### src/rtl/pkl_pkg.sv
// shared constants and types for the running k-th largest selector
package pkl_pkg;

    // number of cells in the chain, the largest rank that can be reported
    localparam int K_MAX  = 64;
    localparam int DATA_W = 32;
    localparam int RANK_W = 7;
    localparam int IDX_W  = (K_MAX > 1) ? $clog2(K_MAX) : 1;

    // what one cell hands to the next one down the chain
    typedef struct packed {
        logic                     held;   // cell holds a value of this sequence
        logic                     keep;   // held value is no smaller than the new sample
        logic signed [DATA_W-1:0] value;  // held value
    } t_link;

endpackage

### src/rtl/pkl_cell.sv
// one compare-and-shift cell of the descending sorted chain
module pkl_cell
    import pkl_pkg::*;
(
    input  logic                     i_clk,
    input  logic                     i_rst_n,
    input  logic                     i_load,
    input  logic                     i_flush,
    input  logic signed [DATA_W-1:0] i_sample,
    input  t_link                    i_prev,
    output t_link                    o_link,
    output logic                     o_next_held,
    output logic signed [DATA_W-1:0] o_next_value,
    output logic                     o_held_q
);

    logic                     r_held;
    logic signed [DATA_W-1:0] r_value;
    logic                     n_held;
    logic signed [DATA_W-1:0] n_value;
    logic                     eff_held;
    logic                     keep;

    // a new sequence empties the cell before the sample goes in
    assign eff_held = r_held & ~i_flush;
    // ties stay above the new sample
    assign keep     = eff_held & (r_value >= i_sample);

    // keep own value, take the sample, or take the neighbour's value
    always_comb begin
        n_held = eff_held | i_prev.held;
        if (keep) begin
            n_value = r_value;
        end else if (i_prev.keep) begin
            n_value = i_sample;
        end else begin
            n_value = i_prev.value;
        end
    end

    // cell state
    always_ff @(posedge i_clk) begin
        if (!i_rst_n) begin
            r_held <= 1'b0;
        end else if (i_load) begin
            r_held <= n_held;
        end
    end

    always_ff @(posedge i_clk) begin
        if (i_load) begin
            r_value <= n_value;
        end
    end

    assign o_link       = '{held: eff_held, keep: keep, value: r_value};
    assign o_next_held  = n_held;
    assign o_next_value = n_value;
    assign o_held_q     = r_held;

endmodule
### config.mk
export PLATFORM = sky130hd
export DESIGN_NAME = pkl_cell
export DESIGN_NICKNAME = d
export VERILOG_FILES = /design/src/rtl/pkl_pkg.sv /design/src/rtl/pkl_cell.sv
export SDC_FILE = /design/constraint.sdc
export NUM_CORES = 1
export LEC_CHECK = 0
export BUFFER_PORTS_ARGS = -buffer_cell sky130_fd_sc_hd__buf_2
export CORE_MARGIN = 2
export CORE_UTILIZATION = 23
export DETAILED_ROUTE_END_ITERATION = 6
export SKIP_LAST_GASP = 1
export SLEW_MARGIN = 10
export SYNTH_ARGS = -nofsm -noshare
export SYNTH_HDL_FRONTEND = slang
export SYNTH_SLANG_ARGS = --single-unit
export TNS_END_PERCENT = 10
### constraint.sdc
create_clock -name i_clk -period 2.5 [get_ports i_clk]
set_input_delay 0.125 -clock i_clk [delete_from_list [all_inputs] [get_ports i_clk]]
set_output_delay 0.125 -clock i_clk [all_outputs]
set_load 0.01 [all_outputs]
==> qor.yml <==
worst_setup_path:
  endpoint_kind: "primary output"
  crit_path_top_delay_cell: "edfxtp_1"
  critPathKind: "reg2out"
  crit_required_ns: 2.38
  cp_num_buf_inv: 2
  cp_max_fo: 16
  max_stage_delay_ns: 0.39
  arrival_ns: 2.75
  startpoint_type: "flop"
  cpLargestDelayFamily: "compound AO/OA/AOI/OAI gates"
  crit_path_cell_trace: "ha_1 > nand4_1 > nor3_2 > a211oi_2 > o2111ai_2 > o211ai_4 > buf_12 > mux2_2 > buf_2"
timing:
  rsz0062_at_grt: "true"
  fin_setup_tns_ns: -11.17
  slew_violations: 0
  finalCritPeriodShare: 1.152
  relSlewSlack: 0.4320
  setup_ws_ns: -0.3796
  setup_viol: 59
  skew_ns: 0.005437
  min_period_ns: 2.880
  fmax_mhz: 347.3
  worst_pin_slew_ns: 0.8519
  hold_viol_final: 0
  hold_ws_ns: 0.08138
final_layout:
  final_cells: 537
  drive_gt1_frac: 0.6294
  num_antenna_cells: 0
  final_area_um2: 4073
  final_core_util: 0.3537
  area_growth_pct: 48.43
  final_nets: 496
synthesis:
  syn_nets: 330
  synth-simple-area-share: 0.05426
  synth_area_leader_cell: "edfxtp_1"
  synthFlopType: "edfxtp_1"
  ys_seq_elements: 33
  synth_compound_area_frac: 0.07250
  synth-xor-area-share: 0
  avgSynthCellArea_um2: 12.03
  synth_common_cells: "inv_1, mux2_2, edfxtp_1, ha_1, mux2_4"
  async_flop_share: 0
  synth_top_family_by_area: "multiplexers"
  synth_area_um2: 2744
  postSynthCellCount: 228
  synthMuxAreaShare: 0.3000
  synth_edf_count: 32
  ys_seq_area_frac: 0.3575
  synthTopCellsByArea: "edfxtp_1, mux2_4, ha_1, mux2_2, inv_1"
  synth_adder_area_share: 0.1459
  netlist-cell-type-count: 31
  yosys.area.top_type_share: 0.3502
  yosysWarnings: 0
power:
  p_total_mw: 1.939
  leakagePower_nw: 2.075
  ir_worst_vdd_mv: 0.2562
  cellPowerDensity_nw_per_um2: 476.0
drt:
  drtPass1Iterations: 5
  drc: 11
  wl_per_cell_um: 13.94
  num_vias: 2319
  drt-total-wl_um: 7487
  drtIter0Drc: 71
  viasPerCell: 4.318
  ant_nets: 0
floorplan:
  dieHeight_um: 113.2
  rows: 39
  start_util: 0.2383
  die_w_um: 113.2
  ioPinCount: 138
  die-area_um2: 12820
  coreArea_um2: 11520
global_routing:
  grt_max_degree: 35
  grt_pass1_wl_um: 11660
  antenna_found_initial: 0
  grt_use_total: 0.1142
  grt_pass1_vias: 2379
  grt_overflow: 0
place:
  io_buffers: 137
  hpwlAfterDp_um: 5697
  gp_congestion: 0.7390
  dp_slack_ns: -0.2035
  dp.cells: 520
  placed_cell_area_um2: 3727
clock_network:
  cts_sinks: 33
  cts_made_buffers: 5
  clk_latency_ns: 0.28
  htree_levels: 2
  clkTransAtPathRegs_ns: 0.06
  cts-root-buf: "clkbuf_16"
  cts_tree: "yes"
  cts_buffer_depth: 2
run_status:
  status: "finished with violations"
  violations: "design-rule violations, negative setup slack"
worst_hold_path:
  hold_class: "in2reg"
flow_run:
  drv_cap: 0
-- layout by cell type (no fill, tap or decap), drive strengths merged, types with 2 or more instances in the layout --
| master | count |
|---|---|
| buf | 168 |
| mux2 | 62 |
| inv | 34 |
| edfxtp | 32 |
| ha | 32 |
| a21oi | 13 |
| nand2 | 9 |
| nand4 | 6 |
| clkbuf | 6 |
| nor2 | 5 |
| o21ai | 4 |
| a21o | 2 |
| nand3 | 2 |
| nor2b | 2 |
| a211oi | 2 |
| mux2i | 2 |
| nor3 | 2 |
-- flip-flops by register name (all words and copies together), names as in the netlist --
name,count
r_value,32
o_held_q,1
-- report_power, final --
group	internal, mW	leakage [nW]	total, mW	switching (mW)
clock network	0.361	0.0644	0.593	0.233
logic	0.353	1.69	0.645	0.292
registers	0.667	0.322	0.700	0.0327
-- worst paths after layout --
check | start | end | slack (ns) | depth (start not counted)
setup / recovery | r_value[24] | o_next_value[1] | -0.38 | 9
hold reg to reg | o_held_q | o_held_q | 0.54 | 1
hold / removal | i_rst_n | o_held_q | 0.08 | 2
setup reg to reg | r_value[24] | r_value[1] | -0.09 | 8
-- metal layers --
layer  wire length (um)  GRT usage  vias up
met2               3498     0.1928       86
li1                   -          -     1159
met5                  0          0        -
met1               3424     0.1481     1067
met4                 60    0.02439        0
met3                503    0.02839        7
-- worst reg2reg max path: cells and delay by family (launching register included) --
kind / cells / cell delay, ns
mux: 1 / 0.36
compound gates: 3 / 0.76
simple gates: 2 / 0.30
fa+ha+maj: 1 / 0.29
buf+inv: 1 / 0.23
flops: 1 / 0.39
-- repair_timing --
action / in CTS / in global routing
setup endpoints to repair: 65 / 65
pin swaps: 9 / 4
setup buffers: 9 / 2
hold buffers: 0 / 0
gates cloned: 1 / 0
gates resized for setup: 16 / 2
-- kinds of logic (layout without fill, tap and decap cells) --
family                     count (synthesis)  in the layout
AOI/OAI and AO/OA                         28             28
and+or+nand+nor                           28             28
DFF                                       33             33
adders and majority gates                 32             32
muxes                                     64             64
buffers and inverters                     43            209
-- cell type report --
cell class / count / area, um^2
clock buffer: 6 / 128.9
clock inverter: 1 / 3.754
fill: 1179 / 7443
inverter: 34 / 127.6
multi-input combinational: 152 / 1659
sequential: 33 / 980.9
tap: 143 / 178.9
timing repair buffer: 168 / 993.5
Note: power is estimated with default switching activity, not from simulation.
